### src/rtl/bba_pkg.sv
`timescale 1ns / 1ps
package bba_pkg;

  // Region geometry.
  localparam int unsigned REGION_BYTES    = 65536;
  localparam int unsigned MIN_BLOCK_BYTES = 64;
  localparam int unsigned HEADER_BYTES    = 24;
  localparam int unsigned BASE_ADDRESS    = 327680;

  localparam int unsigned LOG_REGION = $clog2(REGION_BYTES);
  localparam int unsigned LOG_MIN    = $clog2(MIN_BLOCK_BYTES);
  localparam int unsigned LEAF_LVL   = LOG_REGION - LOG_MIN;
  localparam int unsigned NODE_COUNT = 2 * (REGION_BYTES / MIN_BLOCK_BYTES) - 1;

  // Widths.
  localparam int unsigned IDX_W  = $clog2(NODE_COUNT);
  localparam int unsigned LVL_W  = $clog2(LEAF_LVL + 1);
  localparam int unsigned OFF_W  = LOG_REGION;
  localparam int unsigned FB_W   = 17;
  localparam int unsigned NEED_W = LOG_REGION + 1;
  localparam int unsigned CLOG_W = $clog2(NEED_W + 1);
  localparam int unsigned ADDR_W = 20;
  localparam int unsigned SIZE_W = 24;
  localparam int unsigned OWN_W  = 7;
  localparam int unsigned FUNC_W = 2;
  localparam int unsigned RES_W  = 3;

  typedef enum logic [FUNC_W-1:0] {
    F_ALLOC, F_FREE, F_FREE_OWNER, F_QUERY
  } func_t;

  typedef enum logic [RES_W-1:0] {
    R_OK, R_NO_SPACE, R_TOO_LARGE, R_ILLEGAL, R_NOT_ALLOC
  } res_t;

  typedef enum logic [1:0] {
    N_UNUSED, N_FREE, N_SPLIT, N_ALLOC
  } node_st_t;

  typedef struct packed {
    logic [OWN_W-1:0] owner;
    node_st_t         st;
  } node_t;

  // Datapath operations, one per cycle.
  typedef enum logic [4:0] {
    OP_NONE, OP_CLR, OP_LATCH, OP_A_INIT, OP_RD_N, OP_RD_SC, OP_RD_SIB,
    OP_A_DOWN, OP_A_UP, OP_A_NEXT, OP_A_FOUND, OP_W_ALLOC, OP_W_SPLIT,
    OP_W_RFREE, OP_F_INIT, OP_F_DOWN, OP_W_FREE, OP_O_FREE, OP_M_WN,
    OP_M_WS, OP_M_WP, OP_SC_INC, OP_LOAD_OUT
  } dp_op_t;

  typedef struct packed {
    dp_op_t op;
    logic   res_we;
    res_t   res;
  } cmd_t;

  typedef struct packed {
    func_t    func;
    node_st_t nst;
    logic     own_hit;
    logic     n_root;
    logic     n_odd;
    logic     lv_at_t;
    logic     lv_below_t;
    logic     too_big;
    logic     no_space;
    logic     adr_null;
    logic     adr_range;
    logic     adr_low;
    logic     off_hit;
    logic     sc_last;
    logic     out_busy;
  } stat_t;

  typedef enum logic [4:0] {
    S_CLEAR, S_IDLE, S_DISPATCH, S_A_RD, S_A_VIS, S_A_UP, S_A_SPL, S_A_SPR,
    S_F_RD, S_F_VIS, S_M_RD, S_M_CHK, S_M_WS, S_M_WP, S_O_RD, S_O_CHK,
    S_O_NEXT, S_OUT
  } state_t;

  // Free bytes that one free block at a tree level contributes.
  function automatic logic [FB_W-1:0] net_bytes(input logic [LVL_W-1:0] lv);
    logic [FB_W:0] sz;
    sz = (FB_W+1)'(REGION_BYTES) >> lv;
    return FB_W'(sz - (FB_W+1)'(HEADER_BYTES));
  endfunction

  // Tree level of a node index: bit length of index plus one, minus one.
  function automatic logic [LVL_W-1:0] lvl_of(input logic [IDX_W-1:0] idx);
    logic [IDX_W-1:0] p1;
    logic [LVL_W-1:0] l;
    p1 = idx + IDX_W'(1);
    l  = '0;
    for (int b = 1; b < IDX_W; b++) begin
      if (p1[b]) l = LVL_W'(b);
    end
    return l;
  endfunction

  // Number of significant bits of a value.
  function automatic logic [CLOG_W-1:0] bit_len(input logic [NEED_W-1:0] v);
    logic [CLOG_W-1:0] n;
    n = '0;
    for (int b = 0; b < NEED_W; b++) begin
      if (v[b]) n = CLOG_W'(b + 1);
    end
    return n;
  endfunction

endpackage

### src/rtl/bba_ctrl.sv
`timescale 1ns / 1ps
module bba_ctrl (
  input  logic           clk,
  input  logic           rst_n,
  input  logic           in_valid,
  output logic           in_ready,
  input  bba_pkg::stat_t stat,
  output bba_pkg::cmd_t  cmd
);

  bba_pkg::state_t state_r, state_nxt, merge_done;

  // State register; reset starts the memory clearing pass.
  always_ff @(posedge clk) begin
    if (!rst_n) begin
      state_r <= bba_pkg::S_CLEAR;
    end else begin
      state_r <= state_nxt;
    end
  end

  // Where a finished merge walk returns to.
  assign merge_done = (stat.func == bba_pkg::F_FREE_OWNER) ? bba_pkg::S_O_NEXT
                                                            : bba_pkg::S_OUT;

  // Next state and datapath commands.
  always_comb begin
    state_nxt  = state_r;
    in_ready   = 1'b0;
    cmd.op     = bba_pkg::OP_NONE;
    cmd.res_we = 1'b0;
    cmd.res    = bba_pkg::R_OK;
    unique case (state_r)
      bba_pkg::S_CLEAR: begin
        cmd.op = bba_pkg::OP_CLR;
        if (stat.sc_last) state_nxt = bba_pkg::S_IDLE;
      end
      bba_pkg::S_IDLE: begin
        in_ready = 1'b1;
        if (in_valid) begin
          cmd.op    = bba_pkg::OP_LATCH;
          state_nxt = bba_pkg::S_DISPATCH;
        end
      end
      bba_pkg::S_DISPATCH: begin
        unique case (stat.func)
          bba_pkg::F_ALLOC: begin
            if (stat.too_big) begin
              cmd.res_we = 1'b1;
              cmd.res    = bba_pkg::R_TOO_LARGE;
              state_nxt  = bba_pkg::S_OUT;
            end else if (stat.no_space) begin
              cmd.res_we = 1'b1;
              cmd.res    = bba_pkg::R_NO_SPACE;
              state_nxt  = bba_pkg::S_OUT;
            end else begin
              cmd.op    = bba_pkg::OP_A_INIT;
              state_nxt = bba_pkg::S_A_RD;
            end
          end
          bba_pkg::F_FREE: begin
            if (stat.adr_null) begin
              state_nxt = bba_pkg::S_OUT;
            end else if (stat.adr_range) begin
              cmd.res_we = 1'b1;
              cmd.res    = bba_pkg::R_ILLEGAL;
              state_nxt  = bba_pkg::S_OUT;
            end else if (stat.adr_low) begin
              cmd.res_we = 1'b1;
              cmd.res    = bba_pkg::R_NOT_ALLOC;
              state_nxt  = bba_pkg::S_OUT;
            end else begin
              cmd.op    = bba_pkg::OP_F_INIT;
              state_nxt = bba_pkg::S_F_RD;
            end
          end
          bba_pkg::F_FREE_OWNER: state_nxt = bba_pkg::S_O_RD;
          bba_pkg::F_QUERY:      state_nxt = bba_pkg::S_OUT;
          default:               state_nxt = bba_pkg::S_OUT;
        endcase
      end
      // Leftmost-fit search: stackless depth-first walk over the heap.
      bba_pkg::S_A_RD: begin
        cmd.op    = bba_pkg::OP_RD_N;
        state_nxt = bba_pkg::S_A_VIS;
      end
      bba_pkg::S_A_VIS: begin
        if (stat.nst == bba_pkg::N_FREE) begin
          cmd.op    = bba_pkg::OP_A_FOUND;
          state_nxt = bba_pkg::S_A_SPL;
        end else if (stat.nst == bba_pkg::N_SPLIT && stat.lv_below_t) begin
          cmd.op    = bba_pkg::OP_A_DOWN;
          state_nxt = bba_pkg::S_A_RD;
        end else begin
          state_nxt = bba_pkg::S_A_UP;
        end
      end
      bba_pkg::S_A_UP: begin
        if (stat.n_root) begin
          cmd.res_we = 1'b1;
          cmd.res    = bba_pkg::R_NO_SPACE;
          state_nxt  = bba_pkg::S_OUT;
        end else if (stat.n_odd) begin
          cmd.op    = bba_pkg::OP_A_NEXT;
          state_nxt = bba_pkg::S_A_RD;
        end else begin
          cmd.op = bba_pkg::OP_A_UP;
        end
      end
      // Split the found block down to the target size.
      bba_pkg::S_A_SPL: begin
        if (stat.lv_at_t) begin
          cmd.op    = bba_pkg::OP_W_ALLOC;
          state_nxt = bba_pkg::S_OUT;
        end else begin
          cmd.op    = bba_pkg::OP_W_SPLIT;
          state_nxt = bba_pkg::S_A_SPR;
        end
      end
      bba_pkg::S_A_SPR: begin
        cmd.op    = bba_pkg::OP_W_RFREE;
        state_nxt = bba_pkg::S_A_SPL;
      end
      // Free by address: walk down by offset.
      bba_pkg::S_F_RD: begin
        cmd.op    = bba_pkg::OP_RD_N;
        state_nxt = bba_pkg::S_F_VIS;
      end
      bba_pkg::S_F_VIS: begin
        if (stat.nst == bba_pkg::N_ALLOC && stat.off_hit) begin
          cmd.op    = bba_pkg::OP_W_FREE;
          state_nxt = bba_pkg::S_M_RD;
        end else if (stat.nst == bba_pkg::N_SPLIT) begin
          cmd.op    = bba_pkg::OP_F_DOWN;
          state_nxt = bba_pkg::S_F_RD;
        end else begin
          cmd.res_we = 1'b1;
          cmd.res    = bba_pkg::R_NOT_ALLOC;
          state_nxt  = bba_pkg::S_OUT;
        end
      end
      // Merge walk from a freshly freed node toward the root.
      bba_pkg::S_M_RD: begin
        if (stat.n_root) begin
          state_nxt = merge_done;
        end else begin
          cmd.op    = bba_pkg::OP_RD_SIB;
          state_nxt = bba_pkg::S_M_CHK;
        end
      end
      bba_pkg::S_M_CHK: begin
        if (stat.nst == bba_pkg::N_FREE) begin
          cmd.op    = bba_pkg::OP_M_WN;
          state_nxt = bba_pkg::S_M_WS;
        end else begin
          state_nxt = merge_done;
        end
      end
      bba_pkg::S_M_WS: begin
        cmd.op    = bba_pkg::OP_M_WS;
        state_nxt = bba_pkg::S_M_WP;
      end
      bba_pkg::S_M_WP: begin
        cmd.op    = bba_pkg::OP_M_WP;
        state_nxt = bba_pkg::S_M_RD;
      end
      // Release-by-owner sweep over every node.
      bba_pkg::S_O_RD: begin
        cmd.op    = bba_pkg::OP_RD_SC;
        state_nxt = bba_pkg::S_O_CHK;
      end
      bba_pkg::S_O_CHK: begin
        if (stat.nst == bba_pkg::N_ALLOC && stat.own_hit) begin
          cmd.op    = bba_pkg::OP_O_FREE;
          state_nxt = bba_pkg::S_M_RD;
        end else begin
          state_nxt = bba_pkg::S_O_NEXT;
        end
      end
      bba_pkg::S_O_NEXT: begin
        if (stat.sc_last) begin
          state_nxt = bba_pkg::S_OUT;
        end else begin
          cmd.op    = bba_pkg::OP_SC_INC;
          state_nxt = bba_pkg::S_O_RD;
        end
      end
      bba_pkg::S_OUT: begin
        if (!stat.out_busy) begin
          cmd.op    = bba_pkg::OP_LOAD_OUT;
          state_nxt = bba_pkg::S_IDLE;
        end
      end
      default: state_nxt = bba_pkg::S_IDLE;
    endcase
  end

endmodule

### config.mk
export PLATFORM = sky130hd
export DESIGN_NAME = bba_ctrl
export DESIGN_NICKNAME = d
export VERILOG_FILES = /design/src/rtl/bba_pkg.sv /design/src/rtl/bba_ctrl.sv
export SDC_FILE = /design/constraint.sdc
export NUM_CORES = 1
export LEC_CHECK = 0
export ABC_CLOCK_PERIOD_IN_PS = 5300
export BUFFER_PORTS_ARGS = -buffer_cell sky130_fd_sc_hd__buf_4
export CORE_MARGIN = 1
export CORE_UTILIZATION = 55
export CTS_CLUSTER_SIZE = 40
export DETAILED_ROUTE_END_ITERATION = 16
export HOLD_SLACK_MARGIN = 0.08
export PLACE_DENSITY = 0.91
export SYNTH_ARGS = -nofsm -noshare
export SYNTH_HDL_FRONTEND = slang
export SYNTH_SLANG_ARGS = --single-unit
export TNS_END_PERCENT = 10
### constraint.sdc
create_clock -name clk -period 5.3 [get_ports clk]
set_clock_uncertainty 0.1 [all_clocks]
set_input_delay 0.53 -clock clk [delete_from_list [all_inputs] [get_ports clk]]
set_output_delay 0.53 -clock clk [all_outputs]
set_load 0.05 [all_outputs]
# --- Word-level counts from Yosys, hierarchy flattened ---
# Cells that the tools add are included.
# Widths: inputs -> output; s select.
totals:
  ff_bits: 5
  input_bits: 20
  out_inout_bits: 10
  wordCells: 86
op_classes:
  n_eq_ne: 27
  muxes: 51
  n_reduce_logical: 7
op_table:
  columns: ["cell", "n"]
  rows:
  - ["$mux 5", 24]
  - ["$pmux 5 s18", 1]
  - ["$pmux 5 s17", 1]
  - ["$mux 4", 11]
  - ["$eq 5x4->1 const B", 8]
  - ["$eq 5x3->1 const B", 4]
  - ["$pmux 5 s4", 1]
  - ["$pmux 9 s2", 1]
  - ["$mux 3", 5]
  - ["$pmux 4 s3", 1]
  - ["$eq 5x2->1 const B", 2]
  - ["$eq 5x5->1 const B", 2]
  - ["$mux 9", 1]
  - ["$eq 2x2->1 const B", 4]
  - ["$ne 2x2->1 const B", 3]
  - ["$eq 5x1->1 const B", 1]
  - ["$logic_not 5->1", 1]
  - ["$eq 2x1->1 const B", 2]
  - ["$mux 2", 2]
  - ["$reduce_and 4->1", 1]
  - ["$logic_and 1x1->1", 3]
  - ["$mux 1", 3]
  - ["$ne 3x3->1 const B", 1]
  - ["$logic_not 2->1", 1]
  - ["$reduce_or 2->1", 1]

# --- Longest topological paths before layout ---
# Gate-level depths: netlist (run 1).
logic_depth:
  word_depth: 5
  mapped_depth: 8
  mapped_depth_nobuf: 5

# --- Least setup slack after synthesis (run 1) ---
# No wires, ideal clock.
synth_timing:
  path_kind: "register -> output"
  startpoint: "reg state_r[3]"
  endpoint: "out cmd[0] (netlist bit)"
  arrival_time_ps: 2454
  required_ps: 4670
  path_slack_ps: 2216
  path_stages_with_launch: 7
  n_path_buf: 3
  path_cell_list: "dfxtp_1 -> buf_6 -> or2_1 -> buf_6 -> or3_4 -> buf_6 -> o31ai_1"
synth_rtl:
  columns: ["element", "line_no", "source"]
  rows:
  - ["from (decl)", "bba_ctrl.sv:11", "bba_pkg::state_t state_r, state_nxt, merge_done;"]
  - ["from (signal assigned)", "bba_ctrl.sv:16", "state_r <= bba_pkg::S_CLEAR;"]
  - ["from (signal assigned)", "bba_ctrl.sv:18", "state_r <= state_nxt;"]
  - ["to (decl)", "bba_ctrl.sv:8", "output bba_pkg::cmd_t cmd"]

==> metrics.cfg, run 1 <==
[setup_path]
reg2reg_from=state_r[2]$_SDFFE_PN0P_
cp.arrival_ns=2.30
slowest_delay_ns=0.61
critical_path.cell_chain=or3b_2 > or3_1 > inv_1 > a221oi_1 > o211ai_1 > buf_4
critPathTopFamily=simple AND/OR/NAND/NOR gates
crit_type=reg2out
cp.required_ns=4.67
startpoint=state_r[2]$_SDFFE_PN0P_
slowest_stage=dfxtp_1
path_max_fanout=17
path_buf_inv=2
start_kind=flop
end_kind=output pin

[drt]
dr.pass1.iters=5
drtIter0Drc=95
avgViaCountPerCell=6.81
route.antenna.remaining_nets=0
wl_per_cell_um=16.7
remaining_drc_errors=0
finalWirelength_mm=3.33
vias=1355

[layout]
layoutNonFillerInstCount=199
n_fill_cell=133
layout.nets=196
num_antenna_cells=0
fin_area_sq_um=1200
layout-drive-gt1-share=0.223
largest_register_ffs=5
area_growth_pct=21.9
fin_util=0.752
largestRegisters=state_r x5
regMostFlops=state_r

[sta]
worst_slew_margin_rel=0.551
hold_viol=0
finalMaxSlewViolations=0
tightest_slew_ns=0.672
setup_viol=0
fmax_ghz=0.341
min_period_ns=2.93
finalCritPeriodShare=0.553
fin_hold_ws_ns=0.484
rsz0062_at_grt=no
tns_ns=0

[grt]
track_usage=0.382
overflow=0
grt_pass1_wl_mm=5.60
grt_max_degree=23
antenna_found_initial=0
grt_pass1_vias=1251

[logic_synthesis]
synthArstFlopShare=0
ys_top_cells_by_count=21 x nor2_1, 11 x a21oi_1, 11 x nand2_1, 8 x nand2b_1, 8 x nor3_1
yosys_warnings=0
ys_seq_area_frac=0.102
synth_area_leaders=dfxtp_1 10%, nor2_1 8.0%, a21oi_1 5.6%
synth_top_area_share=0.102
yosysTopAreaCell=dfxtp_1
ys_ff_latch=5
ys_types=48
synthCells=151
synth_flop_cell=dfxtp_1
synthMostInstantiatedCell=nor2_1
syn_area_sq_um=983
syn_avg_cell_area_sq_um=6.51
synth-edff-count=0
synth_nets=171

[power_and_ir_drop]
power_frac_clock=0.211
power_switching_w=0.0000881
p_leak_nw=0.480
sequentialPowerShare=0.260
comb_power_share=0.529
p_int_w=0.000105
ir_drop_v=0.000179
p_per_area_nw_per_um2=161
p_sw_frac=0.455

[cts]
cts.sinks=5
cts_made_buffers=3
clk_pin_slew_ns=0.04
cts_resized=0
htree_levels=1
root_buffer=clkbuf_4
clock_latency_ns=0.23
cts_tree=built
cts.path.max_buffers=2
postCtsSetupBuffers=0
ctsHoldBuffers=0

[hold_path]
min_from=rst_n
hold_path.class=in2reg

[die]
num_rows=14
ioPinCount=30
initial_core_util=0.617
coreArea_sq_um=1590
die_h_um=44.3
die_w_um=44.3
dieArea_sq_um=1960

[placed_design]
gp_congestion=1.10
dp_hpwl_mm=2.61
dp_cells=195
post_dp_cell_area_sq_um=1170
io_buffers=29

[run]
maxCapViolCount=0

[outcome]
outcome=finished clean

[kinds of logic (layout without fill, tap and decap cells)]
group,after synthesis,after routing,share of synthesized area
AO/OA/AOI/OAI,50,50,0.374
AND/OR/NAND/NOR,80,80,0.438
buffers and inverters,16,40,0.0865
flip-flops,5,5,0.102
[power by group through the flow]
stage                     registers [W]  clock network (W)   logic, W
after floorplan               0.0000432                  0  0.0000731
after global placement        0.0000501                  0  0.0000984
after detailed placement      0.0000503                  0  0.0000994
after CTS                     0.0000496          0.0000425  0.0000995
after global routing          0.0000511          0.0000445   0.000108
final                         0.0000503          0.0000408   0.000102
[worst register-to-register path, cell delays in order, from the launching register on]
cell	delay (ns)
dfxtp_1	0.61
or3b_2	0.55
or3_1	0.35
nor2_1	0.22
or3b_2	0.20
a41oi_2	0.05
[final cells by class]
type | count | area [sq um] | share of cell area
Sequential cell | 5 | 100 | 0.0835
Clock buffer | 4 | 26.3 | 0.0219
Tap cell | 24 | 30.0 | 0.0251
Inverter | 7 | 26.3 | 0.0219
Timing Repair Buffer | 29 | 218 | 0.182
Multi-Input combinational cell | 130 | 798 | 0.666
[path summary, 6_finish.rpt]
kind,endpoint,slack [ns],cells past startpoint
worst max-delay path,cmd[4],2.37,6
worst min register to register,state_r[2]$_SDFFE_PN0P_,0.78,4
worst min-delay path,state_r[2]$_SDFFE_PN0P_,0.48,2
worst max register to register,state_r[1]$_SDFFE_PN0P_,3.05,5
[through the flow]
stage	total power, W	worst slack [ns]
detailed placement	0.000150	2.67
CTS	0.000192	2.42
global placement	0.000148	2.71
floorplan	0.000116	2.22
finish	0.000193	2.37
global route	0.000204	2.28
[per-layer routing]
| metal | global-route usage | wire length (um) | up-vias | share of wire |
|---|---|---|---|---|
| met5 | 0 | 0 | - | 0 |
| met4 | 0.170 | 117 | 0 | 0.035 |
| met3 | 0.0735 | 432 | 23 | 0.13 |
| met2 | 0.588 | 1460 | 106 | 0.44 |
| met1 | 0.516 | 1320 | 604 | 0.40 |
| li1 | - | - | 622 | - |
[cell usage in the layout (no fill, tap or decap), drive strengths merged, types with 2 or more instances in the layout]
master	Yosys	final
nor3	9	9
clkbuf	4	4
a21oi	11	11
nor3b	2	2
o31a	3	3
o41ai	2	2
a22oi	4	4
or3	3	3
o21ai	3	3
or2	2	2
dfxtp	5	5
a32oi	2	2
nand2	11	11
nor2b	6	6
o31ai	4	4
o211ai	4	4
nor4	2	2
a31oi	5	5
or3b	3	3
a41oi	2	2
nand2b	8	8
inv	7	7
nand3	6	6
nor2	21	21
buf	5	29
Power figures use the tool's default switching activity.
==> run 2: changes to the inputs <==
- ABC_CLOCK_PERIOD_IN_PS: 5300 -> 2650
- CORE_UTILIZATION: 55 -> 46
- PLACE_DENSITY: 0.91 -> 0.82
- clock period: 5.3 -> 2.65 ns (I/O delays scaled with it)
==> run 2 against run 1 <==
  * Die area rose by 19%
  * Cell count is 3.5% higher
  * Sequential share of layout area shrank 0.26 points
  * Setup slack lost 2.3 ns
  * Non-clock buffer count rose by 4
  * Cell area grew 3.2%
  * First-iteration DRC count is 8.4% lower
  * Clock-buffer cell count stayed put
  * Flip-flop and latch count did not move
  * Wire length rose by 4.8%
  * Register-to-register slack worse by 2.5 ns
==> metrics.cfg, run 2 (same netlist as run 1, synthesis figures left out) <==
[outcome]
outcome=finished clean  ; unchanged

[die]
coreArea_sq_um=1980  ; was 1590 sq um
ioPinCount=30  ; unchanged
initial_core_util=0.496  ; was 0.617
dieArea_sq_um=2330  ; was 1960 sq um
die_h_um=48.2  ; was 44.3 um
num_rows=16  ; was 14
die_w_um=48.2  ; was 44.3 um

[sta]
finalCritPeriodShare=0.968
rsz0062_at_grt=no  ; unchanged
min_period_ns=2.56
hold_viol=0  ; unchanged
fmax_ghz=0.390
tns_ns=0  ; unchanged
tightest_slew_ns=0.500  ; was 0.672 ns
setup_viol=0  ; unchanged
worst_slew_margin_rel=0.666  ; was 0.551
finalMaxSlewViolations=0  ; unchanged

[run]
maxCapViolCount=0  ; unchanged

[drt]
route.antenna.remaining_nets=0  ; unchanged
remaining_drc_errors=0  ; unchanged
routed.top_layer=met4  ; unchanged
wl_met1_mm=1.43  ; was 1.32 mm
met3_wirelength_um=428  ; was 432 um
dr.pass1.iters=6  ; was 5
finalWirelength_mm=3.49  ; was 3.33 mm
route.met2.wl_mm=1.51  ; was 1.46 mm
wl_per_cell_um=16.9  ; was 16.7 um
vias=1363  ; was 1355
drtIter0Drc=87  ; was 95
avgViaCountPerCell=6.62  ; was 6.81

[grt]
antenna_found_initial=0  ; unchanged
overflow=0  ; unchanged
grt_pass1_wl_mm=5.10  ; was 5.60 mm
track_usage=0.314  ; was 0.382
grt_max_degree=16  ; was 23
grt_pass1_vias=1167  ; was 1251

[layout]
largest_register_ffs=5  ; unchanged
layout_commonest_cell=buf_4  ; unchanged
fin_util=0.624  ; was 0.752
area_growth_pct=25.8  ; was 21.9%
layoutNonFillerInstCount=206  ; was 199
final_cell_mix=33 x buf_4, 21 x nor2_1, 11 x nand2_1, 11 x a21oi_1  ; was 29 x buf_4, 21 x nor2_1, 11 x nand2_1, 11 x a21oi_1
fin_area_sq_um=1240  ; was 1200 sq um
num_antenna_cells=0  ; unchanged
regMostFlops=state_r  ; unchanged
layout.nets=200  ; was 196
largestRegisters=state_r x5  ; unchanged
layout-drive-gt1-share=0.246  ; was 0.223

[power_and_ir_drop]
comb_power_share=0.554  ; was 0.529
p_int_w=0.000219  ; was 0.000105 W
p_leak_nw=0.501  ; was 0.480 nW
power_switching_w=0.000186  ; was 0.0000881 W
p_sw_frac=0.460  ; was 0.455
power_frac_clock=0.226  ; was 0.211
ir_drop_v=0.000325  ; was 0.000179 V
p_per_area_nw_per_um2=328  ; was 161 nW/um^2
sequentialPowerShare=0.220  ; was 0.260

[setup_path]
cp.arrival_ns=2.20  ; was 2.30 ns
slowest_delay_ns=0.59  ; was 0.61 ns
slowest_stage=or3b_2  ; was dfxtp_1
cp.required_ns=2.29  ; was 4.67 ns
path_depth=6  ; unchanged
end_kind=output pin  ; unchanged
worstRegToRegCells=5  ; unchanged
path_max_fanout=15  ; was 17
start_kind=flop  ; unchanged
critPathTopFamily=simple AND/OR/NAND/NOR gates  ; unchanged
crit_type=reg2out  ; unchanged
path_buf_inv=2  ; unchanged
critical_path.cell_chain=or3b_2 > or3_1 > inv_1 > a221oi_1 > o211ai_1 > buf_4  ; unchanged

[placed_design]
dp_hpwl_mm=2.68  ; was 2.61 mm
post_dp_cell_area_sq_um=1210  ; was 1170 sq um
dp_cells=202  ; was 195
gp_congestion=1.02  ; was 1.10
io_buffers=29  ; unchanged

[cts]
htree_levels=1  ; unchanged
cts.path.max_buffers=2  ; unchanged
postCtsSetupBuffers=0  ; unchanged
ctsHoldBuffers=0  ; unchanged
cts_tree=built  ; unchanged
cts_made_buffers=3  ; unchanged
root_buffer=clkbuf_4  ; unchanged
clk_pin_slew_ns=0.04  ; about the same
clock_latency_ns=0.25  ; was 0.23 ns
cts.sinks=5  ; unchanged

[hold_path]
min_path_cells=2  ; unchanged
hold_path.class=in2reg  ; unchanged

run 2: changes by cell type in the layout (fill, tap and decap cells not counted), sizes merged:
cell,delta
buf,+4
run 2: final timing paths:
check	startpoint	endpoint	slack [ns]
setup / recovery	state_r[1]$_SDFFE_PN0P_	cmd[4]	0.09
hold reg to reg	state_r[3]$_SDFFE_PN0P_	state_r[2]$_SDFFE_PN0P_	0.77
hold / removal	rst_n	state_r[2]$_SDFFE_PN0P_	0.19
setup reg to reg	state_r[1]$_SDFFE_PN0P_	state_r[1]$_SDFFE_PN0P_	0.54
run 2: repair_timing:
item,CTS,global route
setup endpoints to repair,0,1
endpoints found under the hold margin,0,0
gates resized for setup,0,1
run 2: through the flow:
stage                     power [W]  hold slack [ns]  setup WS [ns]
final                      0.000406            0.188         0.0852
after global placement     0.000308            0.433          0.430
after global routing       0.000429            0.179         0.0114
after detailed placement   0.000309            0.429          0.379
after CTS                  0.000405            0.175         0.0851
after floorplan            0.000232            0.293         -0.169
run 2: layout make-up:
class	count	area (sq um)
Fill cell	193	744
Sequential cell	5	100
Tap cell	27	33.8
Timing Repair Buffer	33	248
Inverter	7	26.3
Clock buffer	4	26.3
Multi-Input combinational cell	130	803
run 2: power by group through the flow:
stage                     logic, W  registers (W)  clock network (W)
after floorplan           0.000146      0.0000863                  0
after global placement    0.000218      0.0000894                  0
after detailed placement  0.000219      0.0000899                  0
after CTS                 0.000219      0.0000886          0.0000965
after global routing      0.000237      0.0000896           0.000102
final                     0.000225      0.0000892          0.0000917
run 2: routing by layer:
| metal | vias up | global-route usage |
|---|---|---|
| li1 | 631 | - |
| met1 | 609 | 0.405 |
| met2 | 108 | 0.459 |
| met3 | 15 | 0.107 |
| met4 | 0 | 0.161 |
| met5 | - | 0 |
==> run 3: changes to the inputs <==
- ABC_AREA: unset -> 1
==> run 3 against run 2 <==
  * Clock-buffer cell count did not move
  * Core utilization rose by 0.70 points
  * Register-to-register slack improved by 0.34 ns
  * Global-route usage fell by 1.4 points
  * Sequential share of layout area barely moved
  * Die area fell by 1.7%
==> metrics.cfg, run 3 <==
[setup_path]
start_kind=flop  ; unchanged
end_kind=output pin  ; unchanged
slowest_stage=dfxtp_1  ; was or3b_2
slowest_delay_ns=0.41  ; was 0.59 ns
reg2reg_from=state_r[3]$_SDFFE_PN0P_  ; was state_r[1]$_SDFFE_PN0P_
critPathTopFamily=simple AND/OR/NAND/NOR gates  ; unchanged
path_max_fanout=8  ; was 15
r2r-end=state_r[0]$_SDFFE_PN0P_  ; was state_r[1]$_SDFFE_PN0P_
regToRegSetupSlack_ns=0.88  ; was 0.54 ns
path_buf_inv=3  ; was 2
critical_path.cell_chain=inv_1 > nand2_1 > nor2_1 > nand2_2 > inv_2 > and2_1 > nor3_2 > nand4_1 > buf_4  ; was or3b_2 > or3_1 > inv_1 > a221oi_1 > o211ai_1 > buf_4
cp.arrival_ns=1.83  ; was 2.20 ns
worstRegToRegCells=8  ; was 5
crit_type=reg2out  ; unchanged
cp.required_ns=2.29  ; about the same

[logic_synthesis]
synth_top_area_share=0.229  ; was 0.102
ys_seq_area_frac=0.104  ; was 0.102
ys_top_cells_by_count=59 x nand2_1, 50 x nor2_1, 30 x inv_1, 20 x nand3_1, 11 x o21ai_0  ; was 21 x nor2_1, 11 x a21oi_1, 11 x nand2_1, 8 x nand2b_1, 8 x nor3_1
synthMostInstantiatedCell=nand2_1  ; was nor2_1
syn_avg_cell_area_sq_um=4.67  ; was 6.51 sq um
yosys_warnings=0  ; unchanged
synth_area_leaders=nand2_1 23%, nor2_1 19%, inv_1 12%  ; was dfxtp_1 10%, nor2_1 8.0%, a21oi_1 5.6%
synthArstFlopShare=0  ; unchanged
synth_flop_cell=dfxtp_1  ; unchanged
synth-xor-area-share=0  ; unchanged
ys_ff_latch=5  ; unchanged
synth_top_family_by_area=simple AND/OR/NAND/NOR gates  ; unchanged
ys_types=20  ; was 48
yosysTopAreaCell=nand2_1  ; was dfxtp_1
synthSimpleGateAreaFrac=0.671  ; was 0.438
synth_fa_ha_area_frac=0  ; unchanged
synth_mux_area_frac=0  ; unchanged
synthCells=207  ; was 151
synth_nets=227  ; was 171
syn_area_sq_um=966  ; was 983 sq um
synth_compound_area_frac=0.0959  ; was 0.374
synth-edff-count=0  ; unchanged

[drt]
drtIter0Drc=88  ; was 87
route.antenna.remaining_nets=0  ; unchanged
finalWirelength_mm=3.20  ; was 3.49 mm
avgViaCountPerCell=5.20  ; was 6.62
wl_per_cell_um=12.0  ; was 16.9 um
remaining_drc_errors=0  ; unchanged
vias=1384  ; was 1363
dr.pass1.iters=4  ; was 6

[sta]
tightest_slew_ns=0.370  ; was 0.500 ns
finalCritPeriodShare=0.830  ; was 0.968
rsz0062_at_grt=no  ; unchanged
tns_ns=0  ; unchanged
setup_viol=0  ; unchanged
worst_slew_margin_rel=0.752  ; was 0.666
fin_hold_ws_ns=0.135  ; was 0.188 ns
hold_viol=0  ; unchanged
fmax_ghz=0.455  ; was 0.390 GHz
finalMaxSlewViolations=0  ; unchanged
min_period_ns=2.20  ; was 2.56 ns

[placed_design]
gp_congestion=1.00  ; was 1.02
dp_hpwl_mm=2.66  ; was 2.68 mm
io_buffers=29  ; unchanged

[hold_path]
min_from=rst_n  ; unchanged
min_to=state_r[2]$_SDFFE_PN0P_  ; unchanged
min_path_cells=3  ; was 2
hold_path.class=in2reg  ; unchanged

[power_and_ir_drop]
p_sw_frac=0.600  ; was 0.460
p_leak_nw=0.775  ; was 0.501 nW
power_frac_clock=0.100  ; was 0.226
power_switching_w=0.000535  ; was 0.000186 W
p_per_area_nw_per_um2=719  ; was 328 nW/um^2
ir_drop_v=0.000561  ; was 0.000325 V
comb_power_share=0.750  ; was 0.554
sequentialPowerShare=0.150  ; was 0.220
p_int_w=0.000356  ; was 0.000219 W

[die]
coreArea_sq_um=1960  ; was 1980 sq um
ioPinCount=30  ; unchanged
die_h_um=47.8  ; was 48.2 um
die_w_um=47.8  ; was 48.2 um
num_rows=16  ; unchanged
initial_core_util=0.492  ; was 0.496
dieArea_sq_um=2290  ; was 2330 sq um

[outcome]
outcome=finished clean  ; unchanged

[layout]
regMostFlops=state_r  ; unchanged
final_cell_mix=59 x nand2_1, 50 x nor2_1, 30 x inv_1  ; was 33 x buf_4, 21 x nor2_1, 11 x nand2_1, 11 x a21oi_1
num_antenna_cells=0  ; unchanged
largest_register_ffs=5  ; unchanged
area_growth_pct=28.2  ; was 25.8%
layout_commonest_cell=nand2_1  ; was buf_4
n_fill_cell=211  ; was 193
fin_util=0.631  ; was 0.624
layout-drive-gt1-share=0.172  ; was 0.246
layout.nets=260  ; was 200
largestRegisters=state_r x5  ; unchanged

[grt]
grt_max_degree=11  ; was 16
antenna_found_initial=0  ; unchanged
track_usage=0.300  ; was 0.314
grt_pass1_vias=1152  ; was 1167
grt_pass1_wl_mm=4.85  ; was 5.10 mm
overflow=0  ; unchanged

[cts]
htree_levels=1  ; unchanged
cts.path.max_buffers=2  ; unchanged
root_buffer=clkbuf_4  ; unchanged
cts.sinks=5  ; unchanged
clock_latency_ns=0.24  ; was 0.25 ns
cts_made_buffers=3  ; unchanged
ctsHoldBuffers=0  ; unchanged
cts_tree=built  ; unchanged
clk_pin_slew_ns=0.05  ; was 0.04 ns
postCtsSetupBuffers=0  ; unchanged
cts_resized=0  ; unchanged

[run]
maxCapViolCount=0  ; unchanged

-- run 3: kinds of logic after synthesis --
family / Yosys count
compound gates: 18
flops: 5
buf+inv: 33
simple gates: 151
-- run 3: worst register-to-register path, delay by kind of cell, from the launching register on --
family	cells	cell delay, ns
buffers and inverters	1	0.06
DFF	1	0.40
and+or+nand+nor	6	0.88
AOI/OAI and AO/OA	1	0.27
-- run 3: per-layer routing --
metal	up-vias	wire (um)	GRT usage
met3	4	363	0.102
met2	87	1450	0.489
met4	0	40	0.0722
met1	572	1340	0.379
met5	-	0	0
li1	721	-	-
-- run 3: layout make-up --
class,instances,area [sq um],area share
multi-input combinational,169,741,0.598
timing repair buffer,29,218,0.176
inverter,32,120,0.0970
sequential,5,100,0.0808
tap,27,33.8,0.0273
clock buffer,4,26.3,0.0212
-- run 3: worst max-delay path by stage --
stage	startpoint	end	slack [ns]	cells past startpoint
floorplan	state_r[1]$_SDFFE_PN0P_	cmd[0]	0.42	4
global placement	state_r[2]$_SDFFE_PN0P_	cmd[8]	0.77	6
detailed placement	state_r[4]$_SDFFE_PN0P_	cmd[4]	0.75	8
CTS	state_r[4]$_SDFFE_PN0P_	cmd[4]	0.48	8
global route	state_r[0]$_SDFFE_PN0P_	cmd[5]	0.33	9
finish	state_r[0]$_SDFFE_PN0P_	cmd[4]	0.45	9
-- run 3: power groups by stage --
stage	Clock, W	Combinational [W]	Sequential, W
after floorplan	0	0.000488	0.000120
after detailed placement	0	0.000657	0.000133
final	0.0000892	0.000669	0.000133
after global routing	0.0000995	0.000721	0.000136
after CTS	0.0000916	0.000659	0.000131
after global placement	0	0.000658	0.000131
-- run 3: metrics by stage --
stage | setup slack [ns] | std cells | total power, W | instance area (sq um)
after floorplan | 0.418 | 207 | 0.000608 | 966
after global placement | 0.773 | 262 | 0.000790 | 1210
after detailed placement | 0.748 | 262 | 0.000789 | 1210
after CTS | 0.483 | 266 | 0.000882 | 1240
after global routing | 0.330 | 266 | 0.000956 | 1240
final | 0.450 | 266 | 0.000891 | 1240
